$ cat src/design/bcp_pkg.sv
package bcp_pkg;

    localparam int PC_W      = 5;
    localparam int CFG_IDX_W = 3;
    localparam int WIDE_W    = 50;

    localparam logic [PC_W-1:0] PC_OUTER = 5'd13;

    localparam logic signed [32:0] INV_GRAVITY_Q32 = 33'sd444153805;
    localparam logic signed [32:0] DT_Q32          = 33'sd42949673;
    localparam logic signed [31:0] ONE_Q16         = 32'sd65536;
    localparam logic        [16:0] WEIGHT_ONE      = 17'd65536;
    localparam logic signed [31:0] SP_RESET        = 32'sd2130;

    localparam logic        [16:0] RST_FILTER_WEIGHT = 17'd62259;
    localparam logic signed [31:0] RST_REST_ANGLE    = 32'sd2130;
    localparam logic        [31:0] RST_ANGLE_KP      = 32'd65536000;
    localparam logic        [31:0] RST_ANGLE_KD      = 32'd16384;
    localparam logic        [31:0] RST_VEL_KP        = 32'd492;
    localparam logic        [31:0] RST_VEL_KD        = 32'd6554;

    typedef logic signed [WIDE_W-1:0] t_wide;
    typedef logic signed [33:0]       t_aop;
    typedef logic signed [32:0]       t_bop;

    typedef struct packed {
        logic              cmd;
        logic signed [31:0] accel_z;
        logic signed [31:0] gyro_pitch;
        logic signed [31:0] measured_left;
        logic signed [31:0] measured_right;
    } t_in_word;

    typedef struct packed {
        logic signed [31:0] left_target;
        logic signed [31:0] right_target;
        logic              targets_valid;
        logic signed [31:0] angle_setpoint;
        logic signed [31:0] tilt_angle;
        logic signed [31:0] angle_error;
        logic              saturated;
    } t_out_word;

    typedef struct packed {
        logic        [16:0] filter_weight;
        logic signed [31:0] rest_angle;
        logic        [31:0] angle_kp;
        logic        [31:0] angle_kd;
        logic        [31:0] vel_kp;
        logic        [31:0] vel_kd;
        logic signed [31:0] wheel_command_left;
        logic signed [31:0] wheel_command_right;
    } t_cfg;

    typedef enum logic [CFG_IDX_W-1:0] {
        CFG_FILTER_WEIGHT = 3'd0,
        CFG_REST_ANGLE    = 3'd1,
        CFG_ANGLE_KP      = 3'd2,
        CFG_ANGLE_KD      = 3'd3,
        CFG_VEL_KP        = 3'd4,
        CFG_VEL_KD        = 3'd5,
        CFG_CMD_LEFT      = 3'd6,
        CFG_CMD_RIGHT     = 3'd7
    } t_cfg_idx;

    // multiplier operand A
    typedef enum logic [2:0] {
        A_AZ, A_GP, A_W, A_ERR, A_D, A_F, A_SE
    } t_asel;

    // multiplier operand B
    typedef enum logic [3:0] {
        B_INVG, B_DT, B_WT, B_AKP, B_AKD, B_CML, B_CMR, B_SKP, B_SKD
    } t_bsel;

    // adder sources
    typedef enum logic [4:0] {
        S_ZERO, S_ACC, S_TILT, S_A, S_SP, S_ERR, S_ERR2, S_LERR, S_ONE,
        S_PD, S_ML, S_MR, S_CUR, S_CML, S_SE, S_LSE, S_IDLE
    } t_ssel;

    typedef enum logic [1:0] {
        P_NONE, P_RND16, P_RND32
    } t_pterm;

    typedef enum logic [3:0] {
        D_NONE, D_A, D_W, D_TILT, D_ERR, D_D, D_ACC, D_PD, D_F, D_L, D_R,
        D_CUR, D_SE, D_SP
    } t_dst;

    typedef enum logic [1:0] {
        F_NEXT, F_BR_OUTER, F_EMIT
    } t_flow;

    typedef struct packed {
        logic   mul_en;
        t_asel  asel;
        t_bsel  bsel;
        t_ssel  sx;
        t_ssel  sy;
        logic   sy_neg;
        t_pterm pterm;
        t_dst   dst;
        logic   commit_err;
        logic   commit_se;
        t_flow  flow;
    } t_uword;

    typedef struct packed {
        logic start;
        logic run;
        logic emit;
    } t_seq_ctl;

endpackage

$ cat src/design/bcp_cfg.sv
module bcp_cfg (
    input  logic                               i_clk,
    input  logic                               i_rst_n,
    input  logic                               i_cfg_valid,
    output logic                               o_cfg_ready,
    input  logic [bcp_pkg::CFG_IDX_W-1:0]      i_cfg_index,
    input  logic [31:0]                        i_cfg_data,
    output bcp_pkg::t_cfg                      o_cfg
);

    bcp_pkg::t_cfg r_cfg;

    assign o_cfg_ready = 1'b1;
    assign o_cfg       = r_cfg;

    always_ff @(posedge i_clk) begin
        if (!i_rst_n) begin
            r_cfg.filter_weight       <= bcp_pkg::RST_FILTER_WEIGHT;
            r_cfg.rest_angle          <= bcp_pkg::RST_REST_ANGLE;
            r_cfg.angle_kp            <= bcp_pkg::RST_ANGLE_KP;
            r_cfg.angle_kd            <= bcp_pkg::RST_ANGLE_KD;
            r_cfg.vel_kp              <= bcp_pkg::RST_VEL_KP;
            r_cfg.vel_kd              <= bcp_pkg::RST_VEL_KD;
            r_cfg.wheel_command_left  <= '0;
            r_cfg.wheel_command_right <= '0;
        end else if (i_cfg_valid) begin
            case (bcp_pkg::t_cfg_idx'(i_cfg_index))
                bcp_pkg::CFG_FILTER_WEIGHT: r_cfg.filter_weight       <= i_cfg_data[16:0];
                bcp_pkg::CFG_REST_ANGLE:    r_cfg.rest_angle          <= i_cfg_data;
                bcp_pkg::CFG_ANGLE_KP:      r_cfg.angle_kp            <= i_cfg_data;
                bcp_pkg::CFG_ANGLE_KD:      r_cfg.angle_kd            <= i_cfg_data;
                bcp_pkg::CFG_VEL_KP:        r_cfg.vel_kp              <= i_cfg_data;
                bcp_pkg::CFG_VEL_KD:        r_cfg.vel_kd              <= i_cfg_data;
                bcp_pkg::CFG_CMD_LEFT:      r_cfg.wheel_command_left  <= i_cfg_data;
                bcp_pkg::CFG_CMD_RIGHT:     r_cfg.wheel_command_right <= i_cfg_data;
                default: ;
            endcase
        end
    end

endmodule

$ cat config.mk
export PLATFORM = sky130hd
export DESIGN_NAME = bcp_cfg
export DESIGN_NICKNAME = d
export VERILOG_FILES = /design/src/design/bcp_pkg.sv /design/src/design/bcp_cfg.sv
export SDC_FILE = /design/constraint.sdc
export NUM_CORES = 1
export LEC_CHECK = 0
export BUFFER_PORTS_ARGS = -buffer_cell sky130_fd_sc_hd__buf_2
export CORE_MARGIN = 3
export CORE_UTILIZATION = 51
export DETAILED_ROUTE_END_ITERATION = 7
export PLACE_DENSITY_LB_ADDON = 0.08
export SYNTH_ARGS = -nofsm -noshare
export SYNTH_HDL_FRONTEND = slang
export SYNTH_SLANG_ARGS = --single-unit
$ cat constraint.sdc
create_clock -name i_clk -period 1.6 [get_ports i_clk]
set_input_delay 0.16 -clock i_clk [delete_from_list [all_inputs] [get_ports i_clk]]
set_output_delay 0.16 -clock i_clk [all_outputs]
set_load 0.1 [all_outputs]
======== Word level (Yosys, flattened, before mapping) ========
Cells that the tools add are included.
storage, ports and cells
  flip-flop bits (word level) ............. 241
  bits of input ports ..................... 38
  logic and storage cells ................. 24
operators by class
  equality and inequality tests ........... 7
  reduce and logical (&&, ||, !) cells .... 9
operators with widths
  cell                                                             number
  2-bit AND reduction                                              8
  3-bit == test, second input constant                             4
  3-bit by 2-bit == test with 1-bit output, second input constant  2
  3-bit by 1-bit == test with 1-bit output, second input constant  1
  3-bit logical NOT                                                1

======== Longest topological paths before layout ========
  depth after elaboration ................. 2
  gate-level depth with buffers ........... 5
  mapped depth without buffers ............ 2

======== Least setup slack after synthesis ========
Ideal clock, no wire load.
  path kind ............................... input to register
  start point ............................. input port i_cfg_valid
  end point ............................... register r_cfg (netlist bit o_cfg[234])
  library setup time ...................... 0.126 ns
  arrival ................................. 1.108 ns
  data required time ...................... 1.474 ns
  setup slack ............................. 0.367 ns
  cell stages on the path ................. 5
  buffers on the path ..................... 3
  path through ............................ buf_4 > or4b_1 > buf_2 > buf_6 > mux2i_1
on the way
  cells in the longest elaborated chain, start to end .. 1
ends and longest elaborated chain
  what                           line           text
  from (decl)                    bcp_cfg.sv:4   input logic i_cfg_valid,
  2-bit AND reduction (no line)  --
  to (decl)                      bcp_cfg.sv:11  bcp_pkg::t_cfg r_cfg;
Every way passes these cells.
A chain may end at the register's enable or synchronous reset.

======== Worst setup path after layout ========
  start point ............................. register r_cfg (netlist bit o_cfg[240])
  end point ............................... output port o_cfg[240] (netlist bit)
RTL lines
  what       line          text
  to (decl)  bcp_cfg.sv:8  output bcp_pkg::t_cfg o_cfg
No word-level cell between the ends.

==> metrics <==
Clock Power Share 0.406; post-synthesis instance total 852; max FFs per register 241; M1 wire length 10.64 mm; Non-Filler Instances 1,385; Final setup viols 0; crit path max fanout 2; WL met2 11.17 mm; syn nets 890; root buf cell clkbuf_16; RD Place Congestion 0.8107; Max-slew headroom 0.6439; commonest non-fill, non-tap cells in the layout 277 x buf_2, 241 x mux2i_1, 241 x dfxtp_1; sequential power share 0.458; setup tns final 0 ps; layout cell share with drive strength beyond 1 0.3030; GR Util All Layers 0.2492; Placed Cells 1,323; number of global-route vias before repair 6,960; Post-Synthesis Cell Area 8897 sq um; largest net degree at the start of global routing 53; status completed; io pins 280; VDD IR-drop max 0.0009430 V; hold-fix buffer count after cts 21; internal power 0.009791 W; fin worst setup slack 134.9 ps; post-synthesis sequential area ratio 0.5423; slowest stage cell on the critical path buf_2; unrepaired setup endpoints after global routing false; Pwr Density 1160 nW/um^2; skew final 0 ps; top post-synthesis cells by area dfxtp_1 54%, mux2i_1 27%, nand2_1 10%; Area Growth Syn to Fin 31.16%; Crit path largest cell delay 450 ps; core area 16,820 sq um; CTS Buffer Depth 3; drt total wl 24.51 mm; pre-CTS setup slack 213.1 ps; Req. time, crit path 1440 ps; met3 wire len 2.046 mm; Leakage Power 6.263 nW; port bufs 278; flops & latches, synth 241; leading cell type in the layout, fill and taps excluded buf_2; post-route cell area 11,670 sq um; Mean Syn Cell Area 10.44 sq um; Max Fclk 0.6825 GHz; Yosys warnings 0; worst hold path class in -> reg; DR WL/cell 17.70 um; PostCTS Resize Cnt 0; Tot Pwr 0.01354 W; DR DRC count 0; clock sink count 241; final-stage net count 1,188; area leader, netlist dfxtp_1; width of the die 138.1 um; Setup Buffers After CTS 0; CP Class reg -> out; post-synth top area share 0.5423; first-pass GRT wire length 39.10 mm; Tcrit/Tclk final 0.9157; Detail Route Antenna Nets 0; crit path launch type flip-flop; Rows 47; max cap viols 0; minimum clock period after layout 1465 ps; H-tree depth 1; initial antenna violation count 0; GRT overflow 0; clk_lat worst skew 500 ps; WP buf/inv 1; dpl cell area 10,700 sq um; Highest Signal Layer met4; iteration count of the initial detailed-routing pass 4; DIE HEIGHT 138.1 um; Worst EP arrival 1310 ps; Iter 0 DRT Violations 386; via count 7,048; final hold vios 0; Starting Density 0.5290; CTS Buf Count 24; Critical Path End Type primary output; CTS tree built; logic gate share of total power 0.136; net switching power 0.003748 W; DIE AREA 19,070 sq um; critical path's top delay family buffers and inverters; HPWL Detailed 17.24 mm; worst-path cell chain buf_2; antenna diode count 0; Slew Limit Fails 0; detailed-route vias per instance 5.089; clk slew on worst S/H paths 60 ps; Switching Fraction 0.2768; Worst Tran Pin Value 537.9 ps; post-synth cell types 16
-- cell usage after synthesis (all sizes together) --
library cell,n
buf,34
nor2b,55
nand4,1
or4b,1
clkbuf,30
dfxtp,241
conb,1
nand4b,3
nor4bb,3
nand2,239
nand4bb,2
mux2i,241
nor4b,1
-- logic make-up after synthesis --
logic type,count (synthesis),share of synthesized area
and+or+nand+nor,305,0.1519
DFF,241,0.5423
other,1,0.0004215
muxes,241,0.2711
buffers and inverters,64,0.03431
-- routing by layer --
metal  vias up  global-route usage
met3        41             0.06250
met5         -                   0
li1       3404                   -
met4         0             0.06656
met1      3362              0.3361
met2       241              0.4026
-- worst paths after layout --
| path | start | endpoint | slack [ps] | cells after the start |
|---|---|---|---|---|
| min | i_cfg_data[30] | o_cfg[94]$_SDFFE_PN0P_ | 80 | 3 |
| max | o_cfg[240]$_SDFFE_PN0P_ | o_cfg[240] | 130 | 1 |
| max reg2reg | o_cfg[196]$_SDFFE_PN1P_ | o_cfg[196]$_SDFFE_PN1P_ | 960 | 2 |
| min reg2reg | o_cfg[161]$_SDFFE_PN0P_ | o_cfg[161]$_SDFFE_PN0P_ | 450 | 2 |
-- area by class of cell --
| type | instances | area (sq um) |
|---|---|---|
| fillers | 1361 | 5149 |
| clock buffers | 35 | 683.2 |
| clock inverters | 6 | 80.08 |
| repair buffers | 336 | 1988 |
| flip-flops and latches | 241 | 4825 |
| multi-input cells | 547 | 3819 |
| well taps | 220 | 275.3 |
-- stage by stage --
step | util | hold slack [ps]
finish | 0.6939 | 77.05
global route | 0.6939 | 84.64
CTS | 0.6939 | 57.42
detailed placement | 0.6360 | 444.3
global placement | 0.6360 | 439.1
floorplan | - | 326.5
-- worst min-delay path, stage by stage --
cell and delay (ps):
buf_2 80, nand2_1 140, mux2i_1 150
-- power groups by stage --
stage	clock network (W)	logic [W]	registers, W
2_1_floorplan	0	0.000447	0.00729
3_3_place_gp	0	0.00179	0.00633
3_5_place_dp	0	0.00180	0.00633
4_1_cts	0.00559	0.00184	0.00620
5_1_grt	0.00582	0.00192	0.00622
6_report	0.00550	0.00184	0.00620
No activity file was read; power rests on OpenSTA's default activity.
