===== src/design/bcp_pkg.sv =====
package bcp_pkg;

    localparam int PC_W      = 5;
    localparam int CFG_IDX_W = 3;
    localparam int WIDE_W    = 50;

    localparam logic [PC_W-1:0] PC_OUTER = 5'd13;

    localparam logic signed [32:0] INV_GRAVITY_Q32 = 33'sd444153805;
    localparam logic signed [32:0] DT_Q32          = 33'sd42949673;
    localparam logic signed [31:0] ONE_Q16         = 32'sd65536;
    localparam logic        [16:0] WEIGHT_ONE      = 17'd65536;
    localparam logic signed [31:0] SP_RESET        = 32'sd2130;

    localparam logic        [16:0] RST_FILTER_WEIGHT = 17'd62259;
    localparam logic signed [31:0] RST_REST_ANGLE    = 32'sd2130;
    localparam logic        [31:0] RST_ANGLE_KP      = 32'd65536000;
    localparam logic        [31:0] RST_ANGLE_KD      = 32'd16384;
    localparam logic        [31:0] RST_VEL_KP        = 32'd492;
    localparam logic        [31:0] RST_VEL_KD        = 32'd6554;

    typedef logic signed [WIDE_W-1:0] t_wide;
    typedef logic signed [33:0]       t_aop;
    typedef logic signed [32:0]       t_bop;

    typedef struct packed {
        logic              cmd;
        logic signed [31:0] accel_z;
        logic signed [31:0] gyro_pitch;
        logic signed [31:0] measured_left;
        logic signed [31:0] measured_right;
    } t_in_word;

    typedef struct packed {
        logic signed [31:0] left_target;
        logic signed [31:0] right_target;
        logic              targets_valid;
        logic signed [31:0] angle_setpoint;
        logic signed [31:0] tilt_angle;
        logic signed [31:0] angle_error;
        logic              saturated;
    } t_out_word;

    typedef struct packed {
        logic        [16:0] filter_weight;
        logic signed [31:0] rest_angle;
        logic        [31:0] angle_kp;
        logic        [31:0] angle_kd;
        logic        [31:0] vel_kp;
        logic        [31:0] vel_kd;
        logic signed [31:0] wheel_command_left;
        logic signed [31:0] wheel_command_right;
    } t_cfg;

    typedef enum logic [CFG_IDX_W-1:0] {
        CFG_FILTER_WEIGHT = 3'd0,
        CFG_REST_ANGLE    = 3'd1,
        CFG_ANGLE_KP      = 3'd2,
        CFG_ANGLE_KD      = 3'd3,
        CFG_VEL_KP        = 3'd4,
        CFG_VEL_KD        = 3'd5,
        CFG_CMD_LEFT      = 3'd6,
        CFG_CMD_RIGHT     = 3'd7
    } t_cfg_idx;

    // multiplier operand A
    typedef enum logic [2:0] {
        A_AZ, A_GP, A_W, A_ERR, A_D, A_F, A_SE
    } t_asel;

    // multiplier operand B
    typedef enum logic [3:0] {
        B_INVG, B_DT, B_WT, B_AKP, B_AKD, B_CML, B_CMR, B_SKP, B_SKD
    } t_bsel;

    // adder sources
    typedef enum logic [4:0] {
        S_ZERO, S_ACC, S_TILT, S_A, S_SP, S_ERR, S_ERR2, S_LERR, S_ONE,
        S_PD, S_ML, S_MR, S_CUR, S_CML, S_SE, S_LSE, S_IDLE
    } t_ssel;

    typedef enum logic [1:0] {
        P_NONE, P_RND16, P_RND32
    } t_pterm;

    typedef enum logic [3:0] {
        D_NONE, D_A, D_W, D_TILT, D_ERR, D_D, D_ACC, D_PD, D_F, D_L, D_R,
        D_CUR, D_SE, D_SP
    } t_dst;

    typedef enum logic [1:0] {
        F_NEXT, F_BR_OUTER, F_EMIT
    } t_flow;

    typedef struct packed {
        logic   mul_en;
        t_asel  asel;
        t_bsel  bsel;
        t_ssel  sx;
        t_ssel  sy;
        logic   sy_neg;
        t_pterm pterm;
        t_dst   dst;
        logic   commit_err;
        logic   commit_se;
        t_flow  flow;
    } t_uword;

    typedef struct packed {
        logic start;
        logic run;
        logic emit;
    } t_seq_ctl;

endpackage


===== src/design/bcp_urom.sv =====
module bcp_urom (
    input  logic [bcp_pkg::PC_W-1:0] i_pc,
    output bcp_pkg::t_uword          o_uword
);

    function automatic bcp_pkg::t_uword uop(
        input logic            mul_en,
        input bcp_pkg::t_asel  asel,
        input bcp_pkg::t_bsel  bsel,
        input bcp_pkg::t_ssel  sx,
        input bcp_pkg::t_ssel  sy,
        input logic            sy_neg,
        input bcp_pkg::t_pterm pterm,
        input bcp_pkg::t_dst   dst,
        input logic            commit_err,
        input logic            commit_se,
        input bcp_pkg::t_flow  flow
    );
        bcp_pkg::t_uword w;
        w.mul_en     = mul_en;
        w.asel       = asel;
        w.bsel       = bsel;
        w.sx         = sx;
        w.sy         = sy;
        w.sy_neg     = sy_neg;
        w.pterm      = pterm;
        w.dst        = dst;
        w.commit_err = commit_err;
        w.commit_se  = commit_se;
        w.flow       = flow;
        return w;
    endfunction

    // inner: steps 0..12, outer: steps 13..18
    always_comb begin
        case (i_pc)
            5'd0:  o_uword = uop(1'b1, bcp_pkg::A_AZ, bcp_pkg::B_INVG, bcp_pkg::S_ZERO,
                                 bcp_pkg::S_ZERO, 1'b0, bcp_pkg::P_NONE, bcp_pkg::D_NONE,
                                 1'b0, 1'b0, bcp_pkg::F_BR_OUTER);
            5'd1:  o_uword = uop(1'b1, bcp_pkg::A_GP, bcp_pkg::B_DT, bcp_pkg::S_ZERO,
                                 bcp_pkg::S_ZERO, 1'b0, bcp_pkg::P_RND32, bcp_pkg::D_A,
                                 1'b0, 1'b0, bcp_pkg::F_NEXT);
            // w = g + tilt - a
            5'd2:  o_uword = uop(1'b0, bcp_pkg::A_AZ, bcp_pkg::B_INVG, bcp_pkg::S_TILT,
                                 bcp_pkg::S_A, 1'b1, bcp_pkg::P_RND32, bcp_pkg::D_W,
                                 1'b0, 1'b0, bcp_pkg::F_NEXT);
            5'd3:  o_uword = uop(1'b1, bcp_pkg::A_W, bcp_pkg::B_WT, bcp_pkg::S_ZERO,
                                 bcp_pkg::S_ZERO, 1'b0, bcp_pkg::P_NONE, bcp_pkg::D_NONE,
                                 1'b0, 1'b0, bcp_pkg::F_NEXT);
            // tilt = a + C*(g + tilt - a)
            5'd4:  o_uword = uop(1'b0, bcp_pkg::A_AZ, bcp_pkg::B_INVG, bcp_pkg::S_A,
                                 bcp_pkg::S_ZERO, 1'b0, bcp_pkg::P_RND16, bcp_pkg::D_TILT,
                                 1'b0, 1'b0, bcp_pkg::F_NEXT);
            5'd5:  o_uword = uop(1'b0, bcp_pkg::A_AZ, bcp_pkg::B_INVG, bcp_pkg::S_SP,
                                 bcp_pkg::S_TILT, 1'b1, bcp_pkg::P_NONE, bcp_pkg::D_ERR,
                                 1'b0, 1'b0, bcp_pkg::F_NEXT);
            5'd6:  o_uword = uop(1'b1, bcp_pkg::A_ERR, bcp_pkg::B_AKP, bcp_pkg::S_ONE,
                                 bcp_pkg::S_ERR2, 1'b1, bcp_pkg::P_NONE, bcp_pkg::D_F,
                                 1'b0, 1'b0, bcp_pkg::F_NEXT);
            5'd7:  o_uword = uop(1'b0, bcp_pkg::A_AZ, bcp_pkg::B_INVG, bcp_pkg::S_ERR,
                                 bcp_pkg::S_LERR, 1'b1, bcp_pkg::P_NONE, bcp_pkg::D_D,
                                 1'b0, 1'b0, bcp_pkg::F_NEXT);
            5'd8:  o_uword = uop(1'b1, bcp_pkg::A_D, bcp_pkg::B_AKD, bcp_pkg::S_ZERO,
                                 bcp_pkg::S_ZERO, 1'b0, bcp_pkg::P_RND16, bcp_pkg::D_ACC,
                                 1'b0, 1'b0, bcp_pkg::F_NEXT);
            5'd9:  o_uword = uop(1'b1, bcp_pkg::A_F, bcp_pkg::B_CML, bcp_pkg::S_ACC,
                                 bcp_pkg::S_ZERO, 1'b0, bcp_pkg::P_RND16, bcp_pkg::D_PD,
                                 1'b1, 1'b0, bcp_pkg::F_NEXT);
            5'd10: o_uword = uop(1'b1, bcp_pkg::A_F, bcp_pkg::B_CMR, bcp_pkg::S_PD,
                                 bcp_pkg::S_ZERO, 1'b0, bcp_pkg::P_RND16, bcp_pkg::D_L,
                                 1'b0, 1'b0, bcp_pkg::F_NEXT);
            5'd11: o_uword = uop(1'b0, bcp_pkg::A_AZ, bcp_pkg::B_INVG, bcp_pkg::S_ZERO,
                                 bcp_pkg::S_PD, 1'b1, bcp_pkg::P_RND16, bcp_pkg::D_R,
                                 1'b0, 1'b0, bcp_pkg::F_NEXT);
            5'd12: o_uword = uop(1'b0, bcp_pkg::A_AZ, bcp_pkg::B_INVG, bcp_pkg::S_ZERO,
                                 bcp_pkg::S_ZERO, 1'b0, bcp_pkg::P_NONE, bcp_pkg::D_NONE,
                                 1'b0, 1'b0, bcp_pkg::F_EMIT);
            5'd13: o_uword = uop(1'b0, bcp_pkg::A_AZ, bcp_pkg::B_INVG, bcp_pkg::S_ML,
                                 bcp_pkg::S_MR, 1'b0, bcp_pkg::P_NONE, bcp_pkg::D_CUR,
                                 1'b0, 1'b0, bcp_pkg::F_NEXT);
            5'd14: o_uword = uop(1'b0, bcp_pkg::A_AZ, bcp_pkg::B_INVG, bcp_pkg::S_CML,
                                 bcp_pkg::S_CUR, 1'b1, bcp_pkg::P_NONE, bcp_pkg::D_SE,
                                 1'b0, 1'b0, bcp_pkg::F_NEXT);
            5'd15: o_uword = uop(1'b1, bcp_pkg::A_SE, bcp_pkg::B_SKP, bcp_pkg::S_SE,
                                 bcp_pkg::S_LSE, 1'b1, bcp_pkg::P_NONE, bcp_pkg::D_D,
                                 1'b0, 1'b0, bcp_pkg::F_NEXT);
            5'd16: o_uword = uop(1'b1, bcp_pkg::A_D, bcp_pkg::B_SKD, bcp_pkg::S_ZERO,
                                 bcp_pkg::S_ZERO, 1'b0, bcp_pkg::P_RND16, bcp_pkg::D_ACC,
                                 1'b0, 1'b1, bcp_pkg::F_NEXT);
            5'd17: o_uword = uop(1'b0, bcp_pkg::A_AZ, bcp_pkg::B_INVG, bcp_pkg::S_ACC,
                                 bcp_pkg::S_IDLE, 1'b0, bcp_pkg::P_RND16, bcp_pkg::D_SP,
                                 1'b0, 1'b0, bcp_pkg::F_NEXT);
            default: o_uword = uop(1'b0, bcp_pkg::A_AZ, bcp_pkg::B_INVG, bcp_pkg::S_ZERO,
                                   bcp_pkg::S_ZERO, 1'b0, bcp_pkg::P_NONE, bcp_pkg::D_NONE,
                                   1'b0, 1'b0, bcp_pkg::F_EMIT);
        endcase
    end

endmodule


===== config.mk =====
export PLATFORM = sky130hd
export DESIGN_NAME = bcp_urom
export DESIGN_NICKNAME = d
export VERILOG_FILES = /design/src/design/bcp_pkg.sv /design/src/design/bcp_urom.sv
export SDC_FILE = /design/constraint.sdc
export NUM_CORES = 1
export LEC_CHECK = 0
export BUFFER_PORTS_ARGS = -buffer_cell sky130_fd_sc_hd__buf_2
export CORE_ASPECT_RATIO = 1.5
export CORE_MARGIN = 2
export CORE_UTILIZATION = 30
export DETAILED_ROUTE_END_ITERATION = 10
export GPL_ROUTABILITY_DRIVEN = 0
export GPL_TIMING_DRIVEN = 0
export SYNTH_ARGS = -nofsm -noshare
export SYNTH_HDL_FRONTEND = slang
export SYNTH_SLANG_ARGS = --single-unit
export TNS_END_PERCENT = 10

===== constraint.sdc =====
create_clock -name vclk -period 1.6
set_clock_uncertainty 0.1 [all_clocks]
set_input_delay 0.16 -clock vclk [all_inputs]
set_output_delay 0.16 -clock vclk [all_outputs]
set_load 0.03 [all_outputs]

; Word-level counts from Yosys, hierarchy flattened
; Memory sizes are Yosys's and may differ from the RTL's.
; Index checks and enable logic that the tools add are counted.
[word_totals]
word_cells = 1
regBits = 0
input_bits = 5
rom_bits = 896
memories = 1
[memory_table]
columns = memory, words, width, rd, rd_clocked_by_memory_dff, write_ports, line
row1 = (no name shown), 32, 28, 1, 0, 0, bcp_urom.sv:36  ; case (i_pc)

; Depth between registers and ports, before layout
; An unclocked memory read counts as a cell.
[logic_depth]
ltp_word = 1
mapped_depth = 6
ltp_nobuf = 6

; Worst setup path before layout
; Ideal clock, no wire load.
[synth_path]
path_kind = input to output
startpoint = in i_pc[0] in the netlist's numbering
endpoint = out o_uword[11] in the netlist's numbering
path_slack_ns = -0.227
stages = 6
arrival_ns = 1.567
cell_sequence = inv_1 ha_1 nand2b_1 nand2_1 nor2_1 a311oi_1
[synth_lines]
columns = element, line
row1 = from (decl), bcp_urom.sv:2  ; input logic [bcp_pkg::PC_W-1:0] i_pc,
row2 = to (decl), bcp_urom.sv:3  ; output bcp_pkg::t_uword o_uword

==> metrics.md <==
| Metric | Value |
|---|---|
| Highest clock rate | `613 MHz` |
| Core area | `between 2000 and 2500 µm²` |
| Post-synth top area cell | `ha_1` |
| Die span in x | `~42 µm` |
| Final setup viols | `3` |
| Diode count | `0` |
| Worst setup margin | `-30.3 ps` |
| Seq_cells | `0` |
| Vias in the first global route | `755` |
| Drt wl/cell | `~13 µm` |
| Yosys top cell area share | `0.190` |
| Gr usage total | `0.169` |
| Critical Path RT | `1340 ps` |
| Share of layout cells above drive strength 1 | `0.372` |
| Period minus WS final | `around 1600 ps` |
| Post-DP HPWL | `~1600 µm` |
| Cells after Synth | `110` |
| Final TNS setup | `-69.9 ps` |
| Leakage power total | `0.000520 µW` |
| Drt pass-1 iters | `5` |
| Total wire length | `2190 µm` |
| Min-delay worst type | `input pin to primary output` |
| GR peak layer | `met2` |
| DRC | `0` |
| CP max FO | `9` |
| Global Route met2 Usage | `0.332` |
| Die ar. | `2590 µm²` |
| Hold_buf cts | `0` |
| GRT overflow | `0` |
| Outcome | `finished, violations left` |
| GR Util met1 | `0.221` |
| Pre-CTS setup slack | `-281 ps` |
| Kind of critical path | `input pin to primary output` |
| Seq/Total Area, Yosys | `0` |
| Period utilisation layout | `1.02` |
| # clk buffers | `0` |
| Largest cells by area after synthesis | `ha_1 (19%), nand2_1 (11%), a21oi_1 (7.6%), nor2_1 (6.3%), o21ai_0 (6.1%)` |
| Synth Area per Inst | `about 6 µm²` |
| Via density | `5.47` |
| DR vias | `just over 900` |
| Max-cap viol count | `0` |
| Port bufs | `33` |
| Worst path arrival time | `about 1400 ps` |
| Reg area | `0 µm²` |
| Site Rows | `20` |
| Ports | `34` |
| Area grow syn2layout | `48.9%` |
| Die Y | `between 60 and 70 µm` |
| Failing checks | `setup timing` |
| Initial antenna violation count | `0` |
| First-pass GRT wire length | `3550 µm` |
| Crit. End Element | `primary output` |
| PwrDens | `345 nW/µm²` |
| Initial Util | `0.321` |
| Largest net degree at the start of global routing | `11` |
| Antenna Nets Post-Route | `0` |
| Final Hold Viols | `0` |
| CP startpoint kind | `input pin` |
| Cell area after synthesis | `658 µm²` |
| Max VDD drop | `about 0.14 mV` |
| Met3 Usage GRT | `0` |
| Detailed Route Iter0 Violations | `30` |
| Synthesis warning total | `0` |
| Final slew viol count | `0` |
| Post-synth cell types | `29` |
| Synth Net Count | `125` |
| RSZ-0062 raised after global routing | `yes` |
| Fin nets | `approximately 160` |
routing by layer:
layer  wire length (µm)  up-vias
met3                 90        0
met2               1210       26
met4                  0        0
met5                  0        -
met1                884      429
li1                   -      458
critical path, cell delays in order:
cell        delay, ps
buf_12            120
clkinvlp_4        110
buf_12            110
ha_2              230
nand2b_4           80
nand2_1            80
nor2_1             50
a311oi_2          220
buf_4             200
synthesized netlist by cell type:
cell,count
a21oi_1,10
conb_1,1
a31o_2,2
buf_4,3
nor3_1,1
o21ba_2,1
a21o_1,1
buf_2,3
a2bb2oi_1,2
o21ai_0,8
a32oi_1,1
nor2b_1,5
nand2_1,20
and3_1,4
a22oi_1,1
a311oi_1,1
a311o_1,1
clkbuf_1,2
buf_6,1
o21a_1,1
inv_1,5
a211oi_1,1
a31oi_1,3
nand2b_1,4
nor2_1,11
ha_1,10
nand3_1,4
and2b_1,1
o22ai_1,2
kinds of logic after synthesis:
logic type               Yosys count  share of synthesized area
AO/OA/AOI/OAI                     35                      0.340
adder cells (fa/ha/maj)           10                      0.190
buffers and inverters             14                      0.114
other                              1                    0.00570
AND/OR/NAND/NOR                   50                      0.350
through the flow:
stage,cells,util,hold WS (ps),total power (µW),cell area (µm²)
floorplan,110,-,456,215,664
global placement,165,0.418,684,291,857
detailed placement,165,0.418,689,292,857
CTS,166,0.454,627,319,932
global route,167,0.477,636,363,980
finish,167,0.477,629,338,980
path summary, 6_finish.rpt:
kind	start	slack, ps	end	cells past startpoint
max	i_pc[0]	-30	o_uword[11]	9
min	i_pc[0]	630	o_uword[12]	4
layout by cell type (no fill, tap or decap), drive strengths merged:
cell type   n
a21oi      10
a22oi       1
a211oi      1
a31oi       3
nand2b      4
conb        1
a31o        2
inv         4
nor3        1
a2bb2oi     2
o21a        1
nor2       11
a311oi      1
o21ba       1
clkbuf      3
nor2b       5
a32oi       1
a311o       1
o22ai       2
buf        41
a21o        1
ha         10
and2b       1
nand3       4
clkinvlp    1
nand2      20
o21ai       8
and3        4
power breakdown:
part	total, µW	internal, µW	switching, µW	leakage, µW
registers	0	0	0	0
clock network	0	0	0	0
logic	338	129	209	0.000520
total	338	129	209	0.000520
cell type report:
cell class	instances	area (µm²)
repair buffers	35	245
fillers	230	1070
plain buffers	9	65.1
multi-input cells	96	617
inverters	5	25.0
well taps	22	27.5
repair_timing:
action / in CTS / in global routing
endpoints found under the setup margin: 12 / 9
gates resized for setup: 19 / 15
pin swaps: 2 / 1
setup buffers: 1 / 1
(Power assumes the default switching activity.)
