==> src/design/bcp_pkg.sv <==
package bcp_pkg;

    localparam int PC_W      = 5;
    localparam int CFG_IDX_W = 3;
    localparam int WIDE_W    = 50;

    localparam logic [PC_W-1:0] PC_OUTER = 5'd13;

    localparam logic signed [32:0] INV_GRAVITY_Q32 = 33'sd444153805;
    localparam logic signed [32:0] DT_Q32          = 33'sd42949673;
    localparam logic signed [31:0] ONE_Q16         = 32'sd65536;
    localparam logic        [16:0] WEIGHT_ONE      = 17'd65536;
    localparam logic signed [31:0] SP_RESET        = 32'sd2130;

    localparam logic        [16:0] RST_FILTER_WEIGHT = 17'd62259;
    localparam logic signed [31:0] RST_REST_ANGLE    = 32'sd2130;
    localparam logic        [31:0] RST_ANGLE_KP      = 32'd65536000;
    localparam logic        [31:0] RST_ANGLE_KD      = 32'd16384;
    localparam logic        [31:0] RST_VEL_KP        = 32'd492;
    localparam logic        [31:0] RST_VEL_KD        = 32'd6554;

    typedef logic signed [WIDE_W-1:0] t_wide;
    typedef logic signed [33:0]       t_aop;
    typedef logic signed [32:0]       t_bop;

    typedef struct packed {
        logic              cmd;
        logic signed [31:0] accel_z;
        logic signed [31:0] gyro_pitch;
        logic signed [31:0] measured_left;
        logic signed [31:0] measured_right;
    } t_in_word;

    typedef struct packed {
        logic signed [31:0] left_target;
        logic signed [31:0] right_target;
        logic              targets_valid;
        logic signed [31:0] angle_setpoint;
        logic signed [31:0] tilt_angle;
        logic signed [31:0] angle_error;
        logic              saturated;
    } t_out_word;

    typedef struct packed {
        logic        [16:0] filter_weight;
        logic signed [31:0] rest_angle;
        logic        [31:0] angle_kp;
        logic        [31:0] angle_kd;
        logic        [31:0] vel_kp;
        logic        [31:0] vel_kd;
        logic signed [31:0] wheel_command_left;
        logic signed [31:0] wheel_command_right;
    } t_cfg;

    typedef enum logic [CFG_IDX_W-1:0] {
        CFG_FILTER_WEIGHT = 3'd0,
        CFG_REST_ANGLE    = 3'd1,
        CFG_ANGLE_KP      = 3'd2,
        CFG_ANGLE_KD      = 3'd3,
        CFG_VEL_KP        = 3'd4,
        CFG_VEL_KD        = 3'd5,
        CFG_CMD_LEFT      = 3'd6,
        CFG_CMD_RIGHT     = 3'd7
    } t_cfg_idx;

    // multiplier operand A
    typedef enum logic [2:0] {
        A_AZ, A_GP, A_W, A_ERR, A_D, A_F, A_SE
    } t_asel;

    // multiplier operand B
    typedef enum logic [3:0] {
        B_INVG, B_DT, B_WT, B_AKP, B_AKD, B_CML, B_CMR, B_SKP, B_SKD
    } t_bsel;

    // adder sources
    typedef enum logic [4:0] {
        S_ZERO, S_ACC, S_TILT, S_A, S_SP, S_ERR, S_ERR2, S_LERR, S_ONE,
        S_PD, S_ML, S_MR, S_CUR, S_CML, S_SE, S_LSE, S_IDLE
    } t_ssel;

    typedef enum logic [1:0] {
        P_NONE, P_RND16, P_RND32
    } t_pterm;

    typedef enum logic [3:0] {
        D_NONE, D_A, D_W, D_TILT, D_ERR, D_D, D_ACC, D_PD, D_F, D_L, D_R,
        D_CUR, D_SE, D_SP
    } t_dst;

    typedef enum logic [1:0] {
        F_NEXT, F_BR_OUTER, F_EMIT
    } t_flow;

    typedef struct packed {
        logic   mul_en;
        t_asel  asel;
        t_bsel  bsel;
        t_ssel  sx;
        t_ssel  sy;
        logic   sy_neg;
        t_pterm pterm;
        t_dst   dst;
        logic   commit_err;
        logic   commit_se;
        t_flow  flow;
    } t_uword;

    typedef struct packed {
        logic start;
        logic run;
        logic emit;
    } t_seq_ctl;

endpackage

==> src/design/bcp_seq.sv <==
module bcp_seq (
    input  logic                     i_clk,
    input  logic                     i_rst_n,
    input  logic                     i_in_valid,
    output logic                     o_in_stall,
    input  logic                     i_outer,
    input  logic                     i_out_blocked,
    input  bcp_pkg::t_uword          i_uword,
    output logic [bcp_pkg::PC_W-1:0] o_pc,
    output bcp_pkg::t_seq_ctl        o_ctl
);

    logic                     r_busy;
    logic                     n_busy;
    logic [bcp_pkg::PC_W-1:0] r_pc;
    logic [bcp_pkg::PC_W-1:0] n_pc;
    logic                     w_accept;
    logic                     w_emit;

    assign w_accept   = i_in_valid && !r_busy;
    assign o_in_stall = r_busy;
    assign o_pc       = r_pc;

    assign o_ctl.start = w_accept;
    assign o_ctl.run   = r_busy;
    assign o_ctl.emit  = w_emit;

    always_comb begin
        n_busy = r_busy;
        n_pc   = r_pc;
        w_emit = 1'b0;
        if (w_accept) begin
            n_busy = 1'b1;
            n_pc   = '0;
        end else if (r_busy) begin
            case (i_uword.flow)
                bcp_pkg::F_NEXT: begin
                    n_pc = r_pc + 5'd1;
                end
                bcp_pkg::F_BR_OUTER: begin
                    n_pc = i_outer ? bcp_pkg::PC_OUTER : r_pc + 5'd1;
                end
                bcp_pkg::F_EMIT: begin
                    if (!i_out_blocked) begin
                        w_emit = 1'b1;
                        n_busy = 1'b0;
                    end
                end
                default: begin
                    n_busy = 1'b0;
                end
            endcase
        end
    end

    always_ff @(posedge i_clk) begin
        if (!i_rst_n) begin
            r_busy <= 1'b0;
            r_pc   <= '0;
        end else begin
            r_busy <= n_busy;
            r_pc   <= n_pc;
        end
    end

endmodule

==> config.mk <==
export PLATFORM = sky130hd
export DESIGN_NAME = bcp_seq
export DESIGN_NICKNAME = d
export VERILOG_FILES = /design/src/design/bcp_pkg.sv /design/src/design/bcp_seq.sv
export SDC_FILE = /design/constraint.sdc
export NUM_CORES = 1
export LEC_CHECK = 0
export ABC_AREA = 0
export BUFFER_PORTS_ARGS = -buffer_cell sky130_fd_sc_hd__buf_2
export CELL_PAD_IN_SITES_DETAIL_PLACEMENT = 1
export CELL_PAD_IN_SITES_GLOBAL_PLACEMENT = 1
export CORE_AREA = 2 2 45 47
export CTS_BUF_LIST = sky130_fd_sc_hd__clkbuf_4 sky130_fd_sc_hd__clkbuf_8 sky130_fd_sc_hd__clkbuf_16
export DETAILED_ROUTE_END_ITERATION = 16
export DIE_AREA = 0 0 47 49
export PLACE_DENSITY = 0.87
export SKIP_LAST_GASP = 1
export SYNTH_ARGS = -nofsm -noshare
export SYNTH_HDL_FRONTEND = slang
export SYNTH_SLANG_ARGS = --single-unit
==> constraint.sdc <==
create_clock -name i_clk -period 3.5 [get_ports i_clk]
set_input_delay 0.175 -clock i_clk [delete_from_list [all_inputs] [get_ports i_clk]]
set_output_delay 0.175 -clock i_clk [all_outputs]
set_load 0.05 [all_outputs]
== After elaboration in Yosys (flattened, before gate mapping) ==
Cells that the tools add are included.

* Output and inout bits: 9
* Word-level logic and storage cells: 23
* Input bits: 34
* Register bits after elaboration: 6

* Eq/ne operators: 2
* Reductions and logical operators: 7
* $add $sub $neg: 1
* Multiplexer cells: 10
* Bitwise operators: 1

{| class="wikitable"
|+ Operators with widths
! cell !! number
|-
| 5-bit case mux with 2 select lines || 1
|-
| 1-bit 2-to-1 mux || 7
|-
| 5-bit by 1-bit adder with 5-bit output (second input constant) || 1
|-
| 5-bit 2-to-1 mux || 1
|-
| 2-bit OR reduction || 2
|-
| 2-bit by 1-bit == test with 1-bit output (second input constant) || 1
|-
| 2-bit == test (second input constant) || 1
|-
| 2-bit zero test || 1
|-
| 1-bit case mux with 2 select lines || 1
|-
| 2-bit AND reduction || 1
|-
| 2-bit nonzero test || 1
|-
| 1-bit logical AND || 1
|-
| 1-bit zero test || 1
|-
| 1-bit inverter || 1
|}

== Longest topological paths before layout ==
Gate-level depths: netlist of the first run.

* Depth after elaboration: 5
* Depth in mapped cells: 4
* Depth with buffers taken out: 4

== Worst setup path before layout of the first run ==
Ideal clock, no wire load.

* Path kind: register to register
* From: reg r_pc (netlist bit o_pc[0])
* To: reg r_pc (netlist bit o_pc[4])
* Cell stages (with the launch flop): 5
* Library setup time: 74 ps
* Setup slack: 1,796 ps
* Arrival: 1,630 ps
* Data required time: 3,426 ps
* Period minus slack after synthesis: 1,704 ps
* Path buffers: 0
* Path through: dfxtp_1 > ha_1 > nand3_1 > or4b_1 > a31oi_1

* Cells in the longest elaborated chain, start to end: 3

{| class="wikitable"
|+ RTL lines
! item !! RTL line !! text
|-
| start, declared || bcp_seq.sv:15 || <nowiki>logic [bcp_pkg::PC_W-1:0] r_pc;</nowiki>
|-
| start signal, assigned || bcp_seq.sv:62 || <nowiki>r_pc <= n_pc;</nowiki>
|-
| 5-bit by 1-bit adder with 5-bit output (*) || bcp_seq.sv:38, bcp_seq.sv:41 ||
|-
| 5-bit 2-to-1 mux || bcp_seq.sv:41 || <nowiki>n_pc = i_outer ? bcp_pkg::PC_OUTER : r_pc + 5'd1;</nowiki>
|-
| 5-bit case mux with 2 select lines (*) || bcp_seq.sv:36 || <nowiki>case (i_uword.flow)</nowiki>
|}

Mark *: on every way between the ends. The rest lies on a longest branch, timed or not.
A chain may end at the register's enable or synchronous reset.

== Final worst setup path of the first run ==
* From: reg r_pc (netlist bit o_pc[1])
* To: reg r_pc (netlist bit o_pc[4])

The elaborated chain is that of the path after synthesis.

==> results of run 1 <==
## per-stage QoR
stage / worst slack [ns] / utilization [%] / total power, uW / hold WS (ns) / std cells
detailed placement: 2.02 / 22.8 / 109 / 0.398 / 76
CTS: 2.02 / 24.0 / 175 / 0.138 / 79
finish: 2.03 / 24.0 / 171 / 0.143 / 79
floorplan: 1.80 / - / 100 / 0.275 / 37
global placement: 2.13 / 22.8 / 108 / 0.391 / 76
global route: 1.91 / 24.0 / 180 / 0.170 / 79
## cells in the final DEF (no fill, tap or decap), drive strengths merged
cell type   n
and3        1
dfxtp       6
buf        15
a21o        1
ha          1
and4bb      1
or4b        1
a31oi       2
o21ai       1
a211oi      1
nand2       3
and2b       2
nand3       3
a32o        1
clkbuf      3
a21oi       4
nand2b      3
a311oi      2
nor2        1
## power by group through the flow
stage               registers (uW)  clock network (uW)  logic, uW
CTS                           73.0                67.6       34.4
finish                        73.0                64.0       34.1
global route                  73.5                70.2       36.7
detailed placement            74.3                   0       34.2
floorplan                     80.3                   0       20.1
global placement              74.2                   0       33.6
## worst paths after layout
path	endpoint	slack, ns	cells past startpoint
min	o_in_stall	0.14	2
min reg2reg	o_pc[3]	0.53	1
max reg2reg	o_pc[4]	2.03	4
max	o_pc[4]	2.03	4
## state kept, by name (all words and copies together) (netlist names)
name,cells
o_pc,5
o_in_stall,1
## area by class of cell
| class | count | share of cell area, % |
|---|---|---|
| well taps | 27 | 7.65 |
| flip-flops and latches | 6 | 27.2 |
| multi-input cells | 28 | 43.1 |
| clock buffers | 3 | 5.10 |
| repair buffers | 15 | 17.0 |
## cell families (layout without fill, tap and decap cells)
family	count (synthesis)	in the layout	share of synthesized area (%)
AND/OR/NAND/NOR	15	15	29.3
adder cells (fa/ha/maj)	1	1	3.76
AO/OA/AOI/OAI	12	12	24.1
flip-flops	6	6	36.1
buffers and inverters	3	18	6.77
## metal layers
| metal | track usage (%) | vias up | wire length, um |
|---|---|---|---|
| met5 | 0 | - | 0 |
| met4 | 2.78 | 0 | 0 |
| met3 | 6.67 | 0 | 80 |
| met2 | 13.2 | 14 | 384 |
| met1 | 9.46 | 161 | 402 |
| li1 | - | 169 | - |
## worst register-to-register path: cells and delay by family, from the launching register on
family          cells  cell delay (ns)
compound gates      1             0.16
fa+ha+maj           1             0.23
simple gates        2             0.60
flops               1             0.40
==> flow_metrics.tcl, run 1 <==
set metrics [dict create \
    run_status "completed" \
    clk_latency_ns 0.24 \
    path_buf_inv 0 \
    setup_viol 0 \
    ant_nets 0 \
    synth_most_common_cell "dfxtp_1" \
    post-route-min-period_ns 1.47 \
    p_int_uw 120 \
    fillers 233 \
    tightest_slew_ns 0.270 \
    start_util_pct 18.1 \
    vdd_drop_max_v 0.000155 \
    cpPeakStageDelay_ns 0.49 \
    finalCritPeriodShare_pct 42.0 \
    wirelength_um 866 \
    yosys_warnings 0 \
    synth.distinct_cells 19 \
    arrival_ns 1.64 \
    finalMaxSlewViolations 0 \
    synthTopCellsByArea "dfxtp_1 36%, buf_4 6.8%, a21oi_1 6.0%, a311oi_1 5.3%, and2b_2 5.3%" \
    start_kind "flop" \
    post-cts-setup-buffer-count 0 \
    grt_max_degree 9 \
    fin_area_um2 442 \
    routedWlPerCell_um 11.0 \
    ys_top_cells_by_count "6 x dfxtp_1, 4 x a21oi_1, 3 x buf_4, 3 x nand2_1, 3 x nand3_1" \
    cts_hold_buf 0 \
    final_nets 89 \
    rsz0062_at_grt "false" \
    grt_pass1_wl_um 1390 \
    regArea_um2 120 \
    worstHoldPathType "in2reg" \
    htreeDepth 1 \
    timing.rr.start "o_pc[1]" \
    vias 344 \
    viasPerCell 4.35 \
    maxCapViolations 0 \
    grtUsageTotal_pct 8.84 \
    clockBufferDepth 2 \
    power_switching_uw 51.2 \
    ios 43 \
    n_antenna_cell 0 \
    power_frac_clock_pct 37.4 \
    cpLargestDelayFamily "simple AND/OR/NAND/NOR gates" \
    hp-start "i_uword[1]" \
    ys_ff_latch 6 \
    cts_tree "built" \
    area.growth.synth_to_final_pct 32.7 \
    async_flop_share_pct 0 \
    placed_cell_area_um2 419 \
    synth_area_um2 333 \
    crit_path_max_fanout 5 \
    grt_overflow 0 \
    clockRootBuffer "clkbuf_4" \
    dieArea_mm2 0.00230 \
    numPortBuffers 15 \
    dp_hpwl_um 690 \
    switching_share_pct 29.9 \
    slew_headroom_pct 82.0 \
    ys.flop_type "dfxtp_1" \
    clk_pin_slew_ns 0.04 \
    crit_type "reg2reg" \
    synth_edf_count 0 \
    die_x_um 47 \
    num_rows 16 \
    drt_pass1_iterations 4 \
    drt_iter0_drc 3 \
    cts.sinks 6 \
    skew_ns 0.00125 \
    crit_required_ns 3.67 \
    syn_inst 37 \
    worst_path_max_delay_cell "or4b_1" \
    drive_above_1_share_pct 42.3 \
    antenna_found_initial 0 \
    crit_path_end_kind "flop" \
    netlist.area_leader.share_pct 36.1 \
    hold_viol 0 \
    fmax_mhz 680 \
    seqPwrFrac_pct 42.7 \
    multi_input_area_um2 190 \
    p_leak_uw 0.000198 \
    gp_congestion 0.737 \
    cellPowerDensity_mw_per_mm2 388 \
    ctsResizeCount 0 \
    drcViolationCount 0 \
    core_mm2 0.00184 \
    cts-buffers-inserted 3 \
    crit_path_start "o_pc[1]" \
    fp.dieH_um 49 \
    pwr-share-comb_pct 19.9 \
    fin_setup_tns_ns 0 \
    grt_pass1_vias 339 \
    worstPathCellList "ha_1, nand3_1, or4b_1, a31oi_1" \
    synth_nets 72 \
    avgSynthCellArea_um2 9.00 \
    ys_seq_area_share_pct 36.1 \
    yosys.area.top_type "dfxtp_1" \
]
No activity file was read; power rests on OpenSTA's default activity.
==> inputs of run 2 (changes only) <==
CORE_AREA = 2 2 46 48   (was 2 2 45 47)
DIE_AREA = 0 0 48 50   (was 0 0 47 49)
PLACE_DENSITY = 0.84   (was 0.87)
clock period = 1.5 ns   (was 3.5 ns; I/O delays follow)
==> run 2 against run 1 <==
Net effect:
- sequential share of layout area grew 0.61 points
- maximum frequency grew 5.8%
- die area is 4.2% higher
- final cell count is the same
- design area rose by 0.85%
- hold slack worse by 0.10 ns
- critical path type unchanged
- critical endpoint unchanged
- highest routed layer is now met4
==> flow_metrics.tcl, run 2 (synthesis gave the netlist of run 1 again) <==
set metrics [dict create \
    crit_required_ns 1.67 \
    power_frac_clock_pct 37.8 \
    wirelength_um 899 \
    worstPathCellList "ha_1, nand3_1, or4b_1, a31oi_1" \
    switching_share_pct 30.5 \
    layout_common_cells "15 x buf_2, 4 x a21oi_1" \
    fp.dieH_um 50 \
    crit_path_max_fanout 6 \
    path_buf_inv 0 \
    rsz0062_at_grt "false" \
    grt_overflow 0 \
    crit_path_end_kind "flop" \
    cpLargestDelayFamily "simple AND/OR/NAND/NOR gates" \
    skew_ns 0.00509 \
    ant_nets 0 \
    finalMaxSlewViolations 0 \
    r2r_setup_slack_ns 0.11 \
    cts.sinks 6 \
    clk_latency_ns 0.25 \
    r2r_cells 4 \
    reg2reg_to "o_pc[4]" \
    seqPwrFrac_pct 42.4 \
    cts-buffers-inserted 3 \
    holdPathStages 2 \
    setup_viol 0 \
    fmax_mhz 720 \
    core_mm2 0.00190 \
    run_status "completed" \
    drt_iter0_drc 2 \
    slew_headroom_pct 82.6 \
    dieArea_mm2 0.00240 \
    cpPeakStageDelay_ns 0.49 \
    start_kind "flop" \
    gp_congestion 0.876 \
    crit_type "reg2reg" \
    cts_tree "built" \
    vias 351 \
    final_common_cell "buf_2" \
    placed_cell_area_um2 423 \
    worst_path_max_delay_cell "or4b_1" \
    routedWlPerCell_um 11.4 \
    arrival_ns 1.56 \
    timing.rr.start "o_pc[0]" \
    fin_setup_tns_ns 0 \
    worstHoldPathType "in2reg" \
    viasPerCell 4.44 \
    cts_hold_buf 0 \
    area.growth.synth_to_final_pct 33.8 \
    pwr-share-comb_pct 19.8 \
    regArea_um2 124 \
    grt_pass1_vias 348 \
    n_antenna_cell 0 \
    largest_reg_flops 5 \
    multi_input_area_um2 190 \
    grt_pass1_wl_um 1520 \
    ios 43 \
    drive_above_1_share_pct 48.1 \
    hold_viol 0 \
    clockBufferDepth 2 \
    die_x_um 48 \
    cellPowerDensity_mw_per_mm2 907 \
    numPortBuffers 15 \
    antenna_found_initial 0 \
    fin_area_um2 445 \
    fillers 230 \
    tightest_slew_ns 0.261 \
    crit_path_start "o_pc[0]" \
    maxCapViolations 0 \
    finalCritPeriodShare_pct 92.6 \
    hold_end "o_in_stall" \
    clockRootBuffer "clkbuf_4" \
    hold_ws_ns 0.0378 \
    post-cts-setup-buffer-count 0 \
    drcViolationCount 0 \
    drt_pass1_iterations 4 \
    dp_hpwl_um 694 \
    start_util_pct 17.5 \
    hp-start "i_uword[1]" \
    num_rows 16 \
    htreeDepth 1 \
    final_nets 89 \
    p_int_uw 281 \
    power_switching_uw 123 \
    vdd_drop_max_v 0.000441 \
    clk_pin_slew_ns 0.05 \
    ctsResizeCount 0 \
    p_leak_uw 0.000199 \
    grtUsageTotal_pct 9.41 \
    post-route-min-period_ns 1.39 \
    total_power_uw 404 \
    grt_max_degree 9 \
]
run 2: cell count changes in the layout (fill, tap and decap cells not counted):
cell	delta
dfxtp_2	+3
dfxtp_1	-3
run 2: through the flow:
step                      util (%)  worst slack (ns)  instances
after floorplan                  -           0.00630         37
after global placement        22.2             0.197         76
after detailed placement      22.2            0.0887         76
after CTS                     23.4            0.0847         79
after global routing          23.4            0.0205         79
final                         23.4             0.111         79
run 2: power groups by stage:
stage | clock [uW] | sequential (uW) | combinational, uW
final | 153 | 171 | 80.0
after global routing | 166 | 172 | 86.4
after CTS | 158 | 172 | 80.8
after detailed placement | 0 | 175 | 80.3
after global placement | 0 | 174 | 78.8
after floorplan | 0 | 188 | 46.8
run 2: metal layers:
metal | share of wire [%] | vias to the layer above | wire length (um) | track usage (%)
met2 | 47 | 14 | 419 | 13.3
met4 | 1.6 | 0 | 14 | 4.05
met5 | 0 | - | 0 | 0
met1 | 42 | 166 | 380 | 10.5
li1 | - | 169 | - | -
met3 | 9.3 | 2 | 84 | 6.59
run 2: worst max path at each step:
stage	endpoint	depth (start not counted)
6_report	o_pc[4]	4
5_1_grt	o_pc[4]	4
4_1_cts	o_pc[4]	4
3_5_place_dp	o_pc[4]	4
3_3_place_gp	o_pc[4]	4
2_1_floorplan	o_pc[4]	4
run 2: cell type report:
type                       count  share of cell area, %
tap                           27                   7.58
sequential                     6                   27.8
clock buffer                   3                   5.06
timing repair buffer          15                   16.9
multi-input combinational     28                   42.7
==> inputs of run 3 (changes only) <==
CELL_PAD_IN_SITES_DETAIL_PLACEMENT = 2   (was 1)
CELL_PAD_IN_SITES_GLOBAL_PLACEMENT = 2   (was 1)
CORE_AREA = 2 2 54 56   (was 2 2 46 48)
DIE_AREA = 0 0 56 58   (was 0 0 48 50)
PLACE_DENSITY = 0.83   (was 0.84)
==> run 3 against run 2 <==
Net effect:
- global-route usage is 2.2 points lower
- hold slack improved by 0.0043 ns
- sequential power about the same
- maximum frequency grew 0.90%
- count of clock-buffer cells in the layout unchanged
- total power increased by 1.2%
- sequential share of layout area fell by 0.46 points
- worst setup slack better by 0.012 ns
- routed wire length grew 13%
- combinational power up 1%
- flip-flop and latch count did not move
- clock skew decreased by 0.0034 ns
- critical endpoint unchanged
==> flow_metrics.tcl, run 3 (synthesis gave the netlist of run 1 again) <==
set metrics [dict create \
    run_status "completed" \
    routedWlPerCell_um 12.2 \
    grt_pass1_vias 380 \
    hold_viol 0 \
    vdd_drop_max_v 0.000245 \
    antenna_found_initial 0 \
    num_rows 19 \
    start_util_pct 12.5 \
    cts.sinks 6 \
    largest_reg_flops 5 \
    crit_path_start "o_pc[0]" \
    final_common_cell "buf_2" \
    slew_headroom_pct 82.6 \
    vias 348 \
    dieArea_mm2 0.00325 \
    fp.dieH_um 58 \
    dp.cells 80 \
    viasPerCell 4.19 \
    rsz0062_at_grt "false" \
    fin_setup_tns_ns 0 \
    crit_path_max_fanout 6 \
    finalMaxSlewViolations 0 \
    grt_max_degree 9 \
    crit_path_end_kind "flop" \
    cts-buffers-inserted 3 \
    grt_pass1_wl_um 1700 \
    post-route-min-period_ns 1.38 \
    grt_overflow 0 \
    ios 43 \
    final_nets 89 \
    wirelength_um 1010 \
    maxCapViolations 0 \
    stdcell_count 83 \
    htreeDepth 1 \
    cellPowerDensity_mw_per_mm2 902 \
    area.growth.synth_to_final_pct 36.1 \
    hp-start "i_uword[1]" \
    grtUsageTotal_pct 7.17 \
    cts_hold_buf 0 \
    ant_nets 0 \
    fmax_mhz 726 \
    die_x_um 56 \
    timing.rr.start "o_pc[0]" \
    skew_ns 0.00165 \
    finalCritPeriodShare_pct 91.8 \
    worstHoldPathType "in2reg" \
    clockRootBuffer "clkbuf_4" \
    drive_above_1_share_pct 50.0 \
    numPortBuffers 15 \
    total_power_uw 409 \
    drt_iter0_drc 10 \
    clk_latency_ns 0.25 \
    r2r_cells 4 \
    holdPathStages 2 \
    tightest_slew_ns 0.260 \
    p_leak_uw 0.000196 \
    arrival_ns 1.55 \
    hold_ws_ns 0.0421 \
    clk_pin_slew_ns 0.05 \
    core_mm2 0.00266 \
    start_kind "flop" \
    crit_required_ns 1.67 \
    cts_tree "built" \
    drcViolationCount 0 \
    fin_area_um2 453 \
    gp_congestion 0.742 \
    setup_viol 0 \
    clockBufferDepth 2 \
    n_antenna_cell 0 \
    layout_common_cells "15 x buf_2, 4 x a21oi_1" \
    crit_type "reg2reg" \
    drt_pass1_iterations 4 \
    placed_cell_area_um2 428 \
]
run 3: changes by cell type in the layout (fill, tap and decap cells not counted):
cell and change:
ha_1 -1, ha_2 +1
run 3: report_power, final:
group          internal, uW  switching [uW]  total [uW]
registers               165            6.62         171
logic                  25.2            55.6        80.8
clock network          91.0            65.5         157
run 3: area by class of cell:
cell class	instances	area (um2)
sequential	6	124
clock buffer	3	22.5
fill	335	2210
tap	31	38.8
multi-input combinational	28	193
timing repair buffer	15	75.1
run 3: timing repair:
item / CTS / global route
setup endpoints to repair: 0 / 1
resized for setup: 0 / 1
endpoints found under the hold margin: 0 / 0
setup buffers: 0 / 0
run 3: path summary, 6_finish.rpt:
kind,endpoint,slack (ns)
max,o_pc[4],0.12
min reg2reg,o_pc[1],0.50
max reg2reg,o_pc[4],0.12
min,o_in_stall,0.04
run 3: layer usage:
| metal | global-route usage (%) | vias to the layer above | wire length (um) |
|---|---|---|---|
| met5 | 0 | - | 0 |
| met4 | 5.10 | 0 | 0 |
| met3 | 2.90 | 0 | 71 |
| met2 | 10.3 | 11 | 487 |
| met1 | 8.71 | 167 | 453 |
| li1 | - | 170 | - |
run 3: per-stage QoR:
stage               utilization, %  setup slack (ns)
CTS                           16.9            0.0770
global route                  17.0           0.00693
detailed placement            16.1             0.107
finish                        17.0             0.123
floorplan                        -           0.00630
global placement              16.1             0.176
run 3: worst max-delay path, stage by stage (launching register included):
cell and delay (ns):
dfxtp_2 0.37, ha_2 0.22, nand3_1 0.10, or4b_1 0.48, a31oi_1 0.13
